## src/hw/rtl/cifq_pkg.sv

```systemverilog
// ----------------------------------------------------------------------------
// cifq_pkg: shared types and constants for the CAN acceptance filter queue
// Transfer payloads, status codes, operation codes and inter-module structs.
// ----------------------------------------------------------------------------
`default_nettype none

package cifq_pkg;

  localparam int unsigned IdWidth   = 29;
  localparam int unsigned DlcWidth  = 4;
  localparam int unsigned DataWidth = 64;

  // Defaults for the top-level parameters
  localparam int unsigned IdTableSizeDef = 16;
  localparam int unsigned QueueDepthDef  = 16;

  // Operation codes carried in the func field
  localparam logic [1:0] FuncReg  = 2'd0;
  localparam logic [1:0] FuncFeed = 2'd1;
  localparam logic [1:0] FuncPop  = 2'd2;

  typedef enum logic [2:0] {
    StDone       = 3'd0,
    StDuplicate  = 3'd1,
    StTableFull  = 3'd2,
    StNoMatch    = 3'd3,
    StQueueFull  = 3'd4,
    StQueueEmpty = 3'd5
  } status_e;

  typedef enum logic [1:0] {
    FsmIdle,
    FsmSearch,
    FsmRead,
    FsmEmit
  } fsm_e;

  typedef struct packed {
    logic [1:0]           func;
    logic [IdWidth-1:0]   ident;
    logic                 frame_ext;
    logic [DlcWidth-1:0]  frame_dlc;
    logic [DataWidth-1:0] frame_data;
  } in_t;

  typedef struct packed {
    status_e              status;
    logic [IdWidth-1:0]   out_ident;
    logic                 out_ext;
    logic [DlcWidth-1:0]  out_dlc;
    logic [DataWidth-1:0] out_data;
  } out_t;

  // One queued frame
  typedef struct packed {
    logic                 ext;
    logic [IdWidth-1:0]   ident;
    logic [DlcWidth-1:0]  dlc;
    logic [DataWidth-1:0] data;
  } frame_t;

  // Lookup probe travelling down the cell chain
  typedef struct packed {
    logic               vld;
    logic [IdWidth-1:0] id;
    logic               hit;
  } probe_t;

  typedef struct packed {
    logic push;
    logic pop;
  } ring_req_t;

  typedef struct packed {
    logic empty;
    logic full;
  } ring_stat_t;

endpackage

`default_nettype wire

```

## src/hw/rtl/cifq_cell.sv

```systemverilog
// ----------------------------------------------------------------------------
// cifq_cell: one acceptance table entry in the lookup chain
// Holds one identifier and passes the lookup probe to its neighbor each cycle,
// folding in its own compare result.
// ----------------------------------------------------------------------------
`default_nettype none

module cifq_cell
  import cifq_pkg::*;
(
  input  wire logic               clk_i,
  input  wire logic               rst_ni,
  input  wire logic               live_i,
  input  wire logic               wr_en_i,
  input  wire logic [IdWidth-1:0] wr_id_i,
  input  wire probe_t             probe_i,
  output probe_t                  probe_o
);

  logic [IdWidth-1:0] entry_q;
  probe_t             probe_d, probe_q;

  // Store the registered identifier
  always_ff @(posedge clk_i) begin
    if (wr_en_i) begin
      entry_q <= wr_id_i;
    end
  end

  // Fold in the local compare
  always_comb begin
    probe_d     = probe_i;
    probe_d.hit = probe_i.hit | (live_i & (entry_q == probe_i.id));
  end

  // Advance the probe one cell
  always_ff @(posedge clk_i or negedge rst_ni) begin
    if (!rst_ni) begin
      probe_q <= '0;
    end else begin
      probe_q <= probe_d;
    end
  end

  assign probe_o = probe_q;

endmodule

`default_nettype wire

```

## src/hw/rtl/cifq_ring.sv

```systemverilog
// ----------------------------------------------------------------------------
// cifq_ring: frame ring buffer
// Ring of Depth slots that keeps one slot empty; registered read data.
// ----------------------------------------------------------------------------
`default_nettype none

module cifq_ring
  import cifq_pkg::*;
#(
  parameter int unsigned Depth = QueueDepthDef
) (
  input  wire logic      clk_i,
  input  wire logic      rst_ni,
  input  wire ring_req_t req_i,
  input  wire frame_t    wr_frame_i,
  output ring_stat_t     stat_o,
  output frame_t         rd_frame_o
);

  localparam int unsigned PtrW = $clog2(Depth);

  frame_t            mem [Depth];
  frame_t            rd_frame_q;
  logic [PtrW-1:0]   wr_ptr_q, wr_ptr_d;
  logic [PtrW-1:0]   rd_ptr_q, rd_ptr_d;
  logic [PtrW-1:0]   wr_nxt, rd_nxt;

  // Wrap pointers at the last slot
  assign wr_nxt = (wr_ptr_q == PtrW'(Depth - 1)) ? '0 : wr_ptr_q + 1'b1;
  assign rd_nxt = (rd_ptr_q == PtrW'(Depth - 1)) ? '0 : rd_ptr_q + 1'b1;

  assign stat_o.empty = (wr_ptr_q == rd_ptr_q);
  assign stat_o.full  = (wr_nxt == rd_ptr_q);

  always_comb begin
    wr_ptr_d = req_i.push ? wr_nxt : wr_ptr_q;
    rd_ptr_d = req_i.pop  ? rd_nxt : rd_ptr_q;
  end

  // Write and read the slot memory
  always_ff @(posedge clk_i) begin
    if (req_i.push) begin
      mem[wr_ptr_q] <= wr_frame_i;
    end
    if (req_i.pop) begin
      rd_frame_q <= mem[rd_ptr_q];
    end
  end

  always_ff @(posedge clk_i or negedge rst_ni) begin
    if (!rst_ni) begin
      wr_ptr_q <= '0;
      rd_ptr_q <= '0;
    end else begin
      wr_ptr_q <= wr_ptr_d;
      rd_ptr_q <= rd_ptr_d;
    end
  end

  assign rd_frame_o = rd_frame_q;

endmodule

`default_nettype wire

```

## src/hw/rtl/can_id_filter_rx_queue.sv

```systemverilog
// ----------------------------------------------------------------------------
// can_id_filter_rx_queue: CAN receive acceptance filter with frame queue
// Register and feed send the lookup probe into the cell chain, which it walks one
// entry per cycle; the result is decided when the probe leaves the chain. Pop goes
// through one registered ring read; unused codes and empty pops go straight to the
// emit state. One operation is in flight at a time.
// Reset clears the table count, ring pointers and control; no clearing pass.
// ----------------------------------------------------------------------------
`default_nettype none

module can_id_filter_rx_queue
  import cifq_pkg::*;
#(
  parameter int unsigned IdTableSize = IdTableSizeDef,
  parameter int unsigned QueueDepth  = QueueDepthDef
) (
  input  wire logic clk_i,
  input  wire logic rst_ni,
  input  wire logic in_valid_i,
  output logic      in_stall_o,
  input  wire in_t  in_data_i,
  output logic      out_valid_o,
  input  wire logic out_stall_i,
  output out_t      out_data_o
);

  localparam int unsigned CntW = $clog2(IdTableSize + 1);

  fsm_e            state_q, state_d;
  in_t             op_q, op_d;
  logic [CntW-1:0] id_count_q, id_count_d;
  out_t            res_q, res_d;
  out_t            out_q, out_d;
  logic            out_vld_q, out_vld_d;
  logic            accept;
  logic            tbl_wr;
  probe_t          chain [IdTableSize+1];
  probe_t          chain_out;
  ring_req_t       ring_req;
  ring_stat_t      ring_stat;
  frame_t          ring_wr_frame;
  frame_t          ring_rd_frame;

  assign in_stall_o = (state_q != FsmIdle);
  assign accept     = in_valid_i & ~in_stall_o;

  // Launch a probe into the first cell on register and feed transfers
  always_comb begin
    chain[0].vld = accept & ((in_data_i.func == FuncReg) | (in_data_i.func == FuncFeed));
    chain[0].id  = in_data_i.ident;
    chain[0].hit = 1'b0;
  end

  // Acceptance table chain
  for (genvar i = 0; i < IdTableSize; i++) begin : g_cell
    cifq_cell u_cell (
      .clk_i   (clk_i),
      .rst_ni  (rst_ni),
      .live_i  (id_count_q > CntW'(i)),
      .wr_en_i (tbl_wr & (id_count_q == CntW'(i))),
      .wr_id_i (op_q.ident),
      .probe_i (chain[i]),
      .probe_o (chain[i+1])
    );
  end

  assign chain_out = chain[IdTableSize];

  // Frame queue
  always_comb begin
    ring_wr_frame.ext   = op_q.frame_ext;
    ring_wr_frame.ident = op_q.ident;
    ring_wr_frame.dlc   = op_q.frame_dlc;
    ring_wr_frame.data  = op_q.frame_data;
  end

  cifq_ring #(
    .Depth (QueueDepth)
  ) u_ring (
    .clk_i      (clk_i),
    .rst_ni     (rst_ni),
    .req_i      (ring_req),
    .wr_frame_i (ring_wr_frame),
    .stat_o     (ring_stat),
    .rd_frame_o (ring_rd_frame)
  );

  // Sequence one operation and hand its result to the output register
  always_comb begin
    state_d    = state_q;
    op_d       = op_q;
    id_count_d = id_count_q;
    res_d      = res_q;
    tbl_wr     = 1'b0;
    ring_req   = '0;
    out_d      = out_q;
    out_vld_d  = out_vld_q & out_stall_i;

    unique case (state_q)
      FsmIdle: begin
        if (accept) begin
          op_d  = in_data_i;
          res_d = '0;
          unique case (in_data_i.func)
            FuncReg, FuncFeed: begin
              state_d = FsmSearch;
            end
            FuncPop: begin
              if (ring_stat.empty) begin
                res_d.status = StQueueEmpty;
                state_d      = FsmEmit;
              end else begin
                ring_req.pop = 1'b1;
                state_d      = FsmRead;
              end
            end
            default: begin
              res_d.status = StDone;
              state_d      = FsmEmit;
            end
          endcase
        end
      end
      FsmSearch: begin
        if (chain_out.vld) begin
          res_d   = '0;
          state_d = FsmEmit;
          unique case (op_q.func)
            FuncReg: begin
              if (chain_out.hit) begin
                res_d.status = StDuplicate;
              end else if (id_count_q == CntW'(IdTableSize)) begin
                res_d.status = StTableFull;
              end else begin
                tbl_wr       = 1'b1;
                id_count_d   = id_count_q + 1'b1;
                res_d.status = StDone;
              end
            end
            FuncFeed: begin
              if (!chain_out.hit) begin
                res_d.status = StNoMatch;
              end else if (ring_stat.full) begin
                res_d.status = StQueueFull;
              end else begin
                ring_req.push = 1'b1;
                res_d.status  = StDone;
              end
            end
            default: begin
              res_d.status = StDone;
            end
          endcase
        end
      end
      FsmRead: begin
        res_d.status    = StDone;
        res_d.out_ident = ring_rd_frame.ident;
        res_d.out_ext   = ring_rd_frame.ext;
        res_d.out_dlc   = ring_rd_frame.dlc;
        res_d.out_data  = ring_rd_frame.data;
        state_d         = FsmEmit;
      end
      FsmEmit: begin
        if (!out_vld_q || !out_stall_i) begin
          out_d     = res_q;
          out_vld_d = 1'b1;
          state_d   = FsmIdle;
        end
      end
      default: begin
        state_d = FsmIdle;
      end
    endcase
  end

  // Hold control state
  always_ff @(posedge clk_i or negedge rst_ni) begin
    if (!rst_ni) begin
      state_q    <= FsmIdle;
      id_count_q <= '0;
      out_vld_q  <= 1'b0;
    end else begin
      state_q    <= state_d;
      id_count_q <= id_count_d;
      out_vld_q  <= out_vld_d;
    end
  end

  // Hold payload
  always_ff @(posedge clk_i) begin
    op_q  <= op_d;
    res_q <= res_d;
    out_q <= out_d;
  end

  assign out_valid_o = out_vld_q;
  assign out_data_o  = out_q;

  // Stall input right after a transfer until the operation completes
  a_stall_after_accept: assert property (@(posedge clk_i) disable iff (!rst_ni)
    (in_valid_i && !in_stall_o) |=> in_stall_o)
    else $error("input not stalled after transfer");

  // Probe leaves the chain only while a lookup is pending
  a_probe_in_search: assert property (@(posedge clk_i) disable iff (!rst_ni)
    chain_out.vld |-> (state_q == FsmSearch))
    else $error("probe left chain outside search");

  // Table count stays within the table
  a_count_bound: assert property (@(posedge clk_i) disable iff (!rst_ni)
    id_count_q <= CntW'(IdTableSize))
    else $error("table count overflow");

  // Ring is never popped empty nor pushed full
  a_ring_guard: assert property (@(posedge clk_i) disable iff (!rst_ni)
    (ring_req.pop |-> !ring_stat.empty) and (ring_req.push |-> !ring_stat.full))
    else $error("ring access violates fill state");

  // Output register is loaded only from the emit state
  a_emit_load: assert property (@(posedge clk_i) disable iff (!rst_ni)
    $rose(out_valid_o) |-> ($past(state_q) == FsmEmit))
    else $error("result loaded outside emit");

endmodule

`default_nettype wire
```

## config.mk

```make
export PLATFORM = sky130hd
export DESIGN_NAME = can_id_filter_rx_queue
export DESIGN_NICKNAME = d
export VERILOG_FILES = /design/src/hw/rtl/cifq_pkg.sv /design/src/hw/rtl/cifq_cell.sv /design/src/hw/rtl/cifq_ring.sv /design/src/hw/rtl/can_id_filter_rx_queue.sv
export SDC_FILE = /design/constraint.sdc
export NUM_CORES = 2
export LEC_CHECK = 0
export ABC_AREA = 1
export BUFFER_PORTS_ARGS = -buffer_cell sky130_fd_sc_hd__buf_2
export CAP_MARGIN = 0
export CORE_AREA = 2 2 471 473
export CTS_BUF_LIST = sky130_fd_sc_hd__clkbuf_4
export CTS_CLUSTER_DIAMETER = 150
export DETAILED_ROUTE_END_ITERATION = 8
export DIE_AREA = 0 0 473 475
export PLACE_DENSITY = 0.75
export SLEW_MARGIN = 0
export SYNTH_ARGS = -nofsm -noshare
export SYNTH_HDL_FRONTEND = slang
export SYNTH_SLANG_ARGS = --single-unit
```

## constraint.sdc

```tcl
create_clock -name clk_i -period 8.7 [get_ports clk_i]
set_clock_uncertainty 0.2 [all_clocks]
set_input_delay 1.74 -clock clk_i [delete_from_list [all_inputs] [get_ports clk_i]]
set_output_delay 1.74 -clock clk_i [all_outputs]
set_load 0.02 [all_outputs]
```

==> results by group <==
Outcome
  – Status: finished, final reports clean

Global route
  – Grt ovf: 0
  – Largest net degree at the start of global routing: 233
  – Vias in the first global route: around 64000
  – Gr usage total: 0.222
  – First-pass GRT wire length: 377000 um
  – Antenna violations before repair: 25

Critical path
  – Startpoint types: register
  – R2R Setup Slk: around 4 ns
  – Family with the most delay on the worst path: buffers and inverters
  – Worst reg2reg path depth: 6
  – Top cell by count, worst path: buf_4
  – Reg-to-reg startpoint: u_ring.rd_ptr_q[0]
  – Slowest CP cell: dfrtp_4
  – Critical Path AT: 5.43 ns
  – Largest stage delay, worst path: 1.01 ns
  – Critical Path Fanout Max: 84
  – Reg2reg end: u_ring.rd_frame_o[36]
  – Sequence of cells on the critical path: buf_4, xnor2_1, nand4_1, nand3_2, inv_6, buf_4
  – WP buf/inv: 3
  – WP data required: ~9.5 ns
  – CP Class: reg2reg
  – Critical Path End Type: register

Hold path
  – Worst Hold End: g_cell[11].u_cell.probe_o[30]
  – Hold Path Stages: 0
  – HP Start: g_cell[10].u_cell.probe_o[30]
  – Hold WC Path Type: reg2reg

Synth
  – Post-synth EDFFs: ~2400
  – Post-Syn Area per Cell: around 15 um^2
  – Xor and xnor area share after synthesis: 0.0301
  – Post-synthesis compound-gate area fraction: 0.0644
  – Synth async-reset ratio: 0.166
  – Warnings, synthesis: 0
  – Post-Syn Area: around 0.11 mm^2
  – Area leader, netlist: edfxtp_1
  – Main synth FF type: edfxtp_1
  – Yosys reg bits: 2915
  – Largest family of logic cells by synthesized area: simple AND/OR/NAND/NOR gates
  – Mapped Cells: about 7400
  – Syn nets: 7494
  – Post-synthesis simple-gate area fraction: 0.0842
  – Unique cell type count in the Yosys netlist: 34
  – Synth top area share: 0.682
  – Synth area leaders: edfxtp_1 68%, dfrtp_1 11%, nor2_1 4.6%
  – Multiplexer area fraction after synthesis: 0
  – Adder-Cell Fraction of Synth Area: 0.00175
  – Post-synthesis sequential area ratio: 0.795

Floorplan
  – DIE AREA: 0.225 mm^2
  – Die Y: 475 um
  – Die width: 473 um
  – # rows: 172
  – Initial cell density of the core: 0.489
  – Core region area: 0.219 mm^2
  – IO Count: roughly 210

CTS
  – Sinks on Clock Net: 2915
  – Hold buffer count at CTS: 0
  – Total CTS buffers: 709
  – H-tree depth: 6
  – Clock transition at path regs: 0.07 ns
  – Clk buf depth: 4
  – Root Buffer: clkbuf_4
  – Latest clock arrival within the worst-skew pair: between 1 and 1.5 ns
  – Post-CTS Resized: 0
  – CTS tree: done
  – # Post-CTS Setup Buffers: 0

Placement
  – Port Buffers: 206
  – Placed Instances: 10200
  – Worst slack, placed: 3.70 ns
  – Hpwl dp: 137000 um
  – Global placement routability congestion: 0.828

Timing
  – Measured slew at the worst slew-check pin: 1.19 ns
  – TNS Setup: 0 ns
  – Period minus WS final: 4.66 ns
  – Fmax: 214 MHz
  – Final Hold Viols: 0
  – Final worst slack: 4.04 ns
  – Slew margin rel.: 0.206
  – Period utilisation layout: 0.536
  – Setup violators final: 0
  – Slew Viols, Final: 0
  – RSZ-0062 raised after global routing: no

Finish
  – Final nets: ~8200
  – Fillers: 16900
  – Share of cells above drive strength 1: 0.176
  – Final non-filler cell total: about 11000
  – Fin util: 0.548
  – Area grow syn2layout: 12.1%

Routing
  – Post-route ant nets: 0
  – Initial DRC count: just over 8000
  – Detailed Route WL: 251000 um
  – WL per Instance: between 20 and 25 um
  – Drt drc: 0
  – Vias: 63400
  – First-pass detailed-route iteration total: 6
  – Via/cell ratio: 5.54

Job
  – Max-cap violations: 0

Power and ir drop
  – VDD IR max: 0.193 mV
  – Overall power: 29300 uW
  – Power per cell area: around 240 mW/mm^2
  – Leakage power: 0.0428 uW
==> worst max-delay path by stage <==
stage                             from                    end  slack [ns]  depth (start not counted)
floorplan                  out_stall_i          out_data_o[0]        1.40                          1
global placement            in_valid_i  u_ring.rd_frame_o[52]        3.74                          6
detailed placement          in_valid_i  u_ring.rd_frame_o[52]        3.70                          6
CTS                 u_ring.rd_ptr_q[0]  u_ring.rd_frame_o[60]        4.03                          6
global route        u_ring.rd_ptr_q[0]  u_ring.rd_frame_o[36]        3.81                          6
finish              u_ring.rd_ptr_q[0]  u_ring.rd_frame_o[36]        4.04                          6
==> kinds of logic (layout without fill, tap and decap cells) <==
family,after synthesis,after routing
AND/OR/NAND/NOR,2241,2241
XOR/XNOR,368,368
other,0,10
flip-flops,2915,2915
buffers and inverters,608,1799
AO/OA/AOI/OAI,1228,1228
adder cells (fa/ha/maj),15,15
==> power breakdown <==
group	switching [uW]	leakage, uW	internal (uW)
sequential	580	0.0278	16200
combinational	1260	0.00980	320
clock	5200	0.00524	5720
==> synth_stat cells (2+ instances only) <==
library cell / count
inv_1: 274
nand3_2: 4
a21oi_1: 10
o211ai_1: 197
buf_1: 33
edfxtp_1: 2432
o22ai_1: 199
xor2_1: 75
ha_1: 15
buf_6: 23
nand3_1: 266
o21ai_0: 796
nand4_1: 36
or2_2: 44
clkbuf_1: 175
nand3b_1: 2
nand2_2: 2
o21ai_1: 21
buf_2: 68
o21bai_1: 2
buf_4: 29
inv_2: 4
nor3_1: 16
nand2_1: 566
dfrtp_1: 483
nor2_1: 1303
xnor2_1: 293
==> metrics by stage <==
stage | hold slack [ns] | instance area (um^2)
CTS | 0.0984 | 120000
floorplan | 0.131 | 107000
detailed placement | 0.136 | 111000
global route | 0.0976 | 120000
finish | 0.0872 | 120000
global placement | 0.134 | 111000
==> flip-flops by register name, summed over array words and instances (netlist names), 5 cells and up <==
signal,flops
g_cell.u_cell.probe_o,467
op_q,100
u_ring.rd_frame_o,98
out_data_o,101
id_count_q,5
u_ring.mem,1568
g_cell.u_cell.entry_q,464
res_q,101
==> cell usage in the layout (no fill, tap or decap), drive strengths merged, types with 270 or more instances in the layout <==
cell type / instances
nor2: 1304
dfrtp: 483
nand2: 568
o21ai: 817
xnor2: 293
inv: 293
buf: 316
clkbuf: 1041
edfxtp: 2432
nand3: 270
==> final cells by class <==
type                       count  area [um^2]  share of cell area
sequential                  2915        85100               0.709
multi-input combinational   3852        19500               0.163
clock buffer                1041         7820              0.0651
tap                         2871         3590              0.0299
timing repair buffer         316         2000              0.0167
inverter                     279         1080             0.00897
clock inverter               163          918             0.00765
antenna                       10         25.0            0.000208
==> per-layer routing <==
layer | GRT usage | vias to the layer above | part of all wire
li1 | - | 28200 | -
met1 | 0.296 | 31300 | 0.39
met2 | 0.353 | 3367 | 0.48
met3 | 0.0465 | 543 | 0.093
met4 | 0.0991 | 8 | 0.036
met5 | 0 | - | 0.00050
==> worst register-to-register path: stages, from the launching register on <==
cell and delay [ns]:
dfrtp_4 1.01, buf_4 0.88, xnor2_1 0.18, nand4_1 0.18, nand3_2 0.21, inv_6 0.49
buf_4 0.95
No activity file was read; power rests on OpenSTA's default activity.
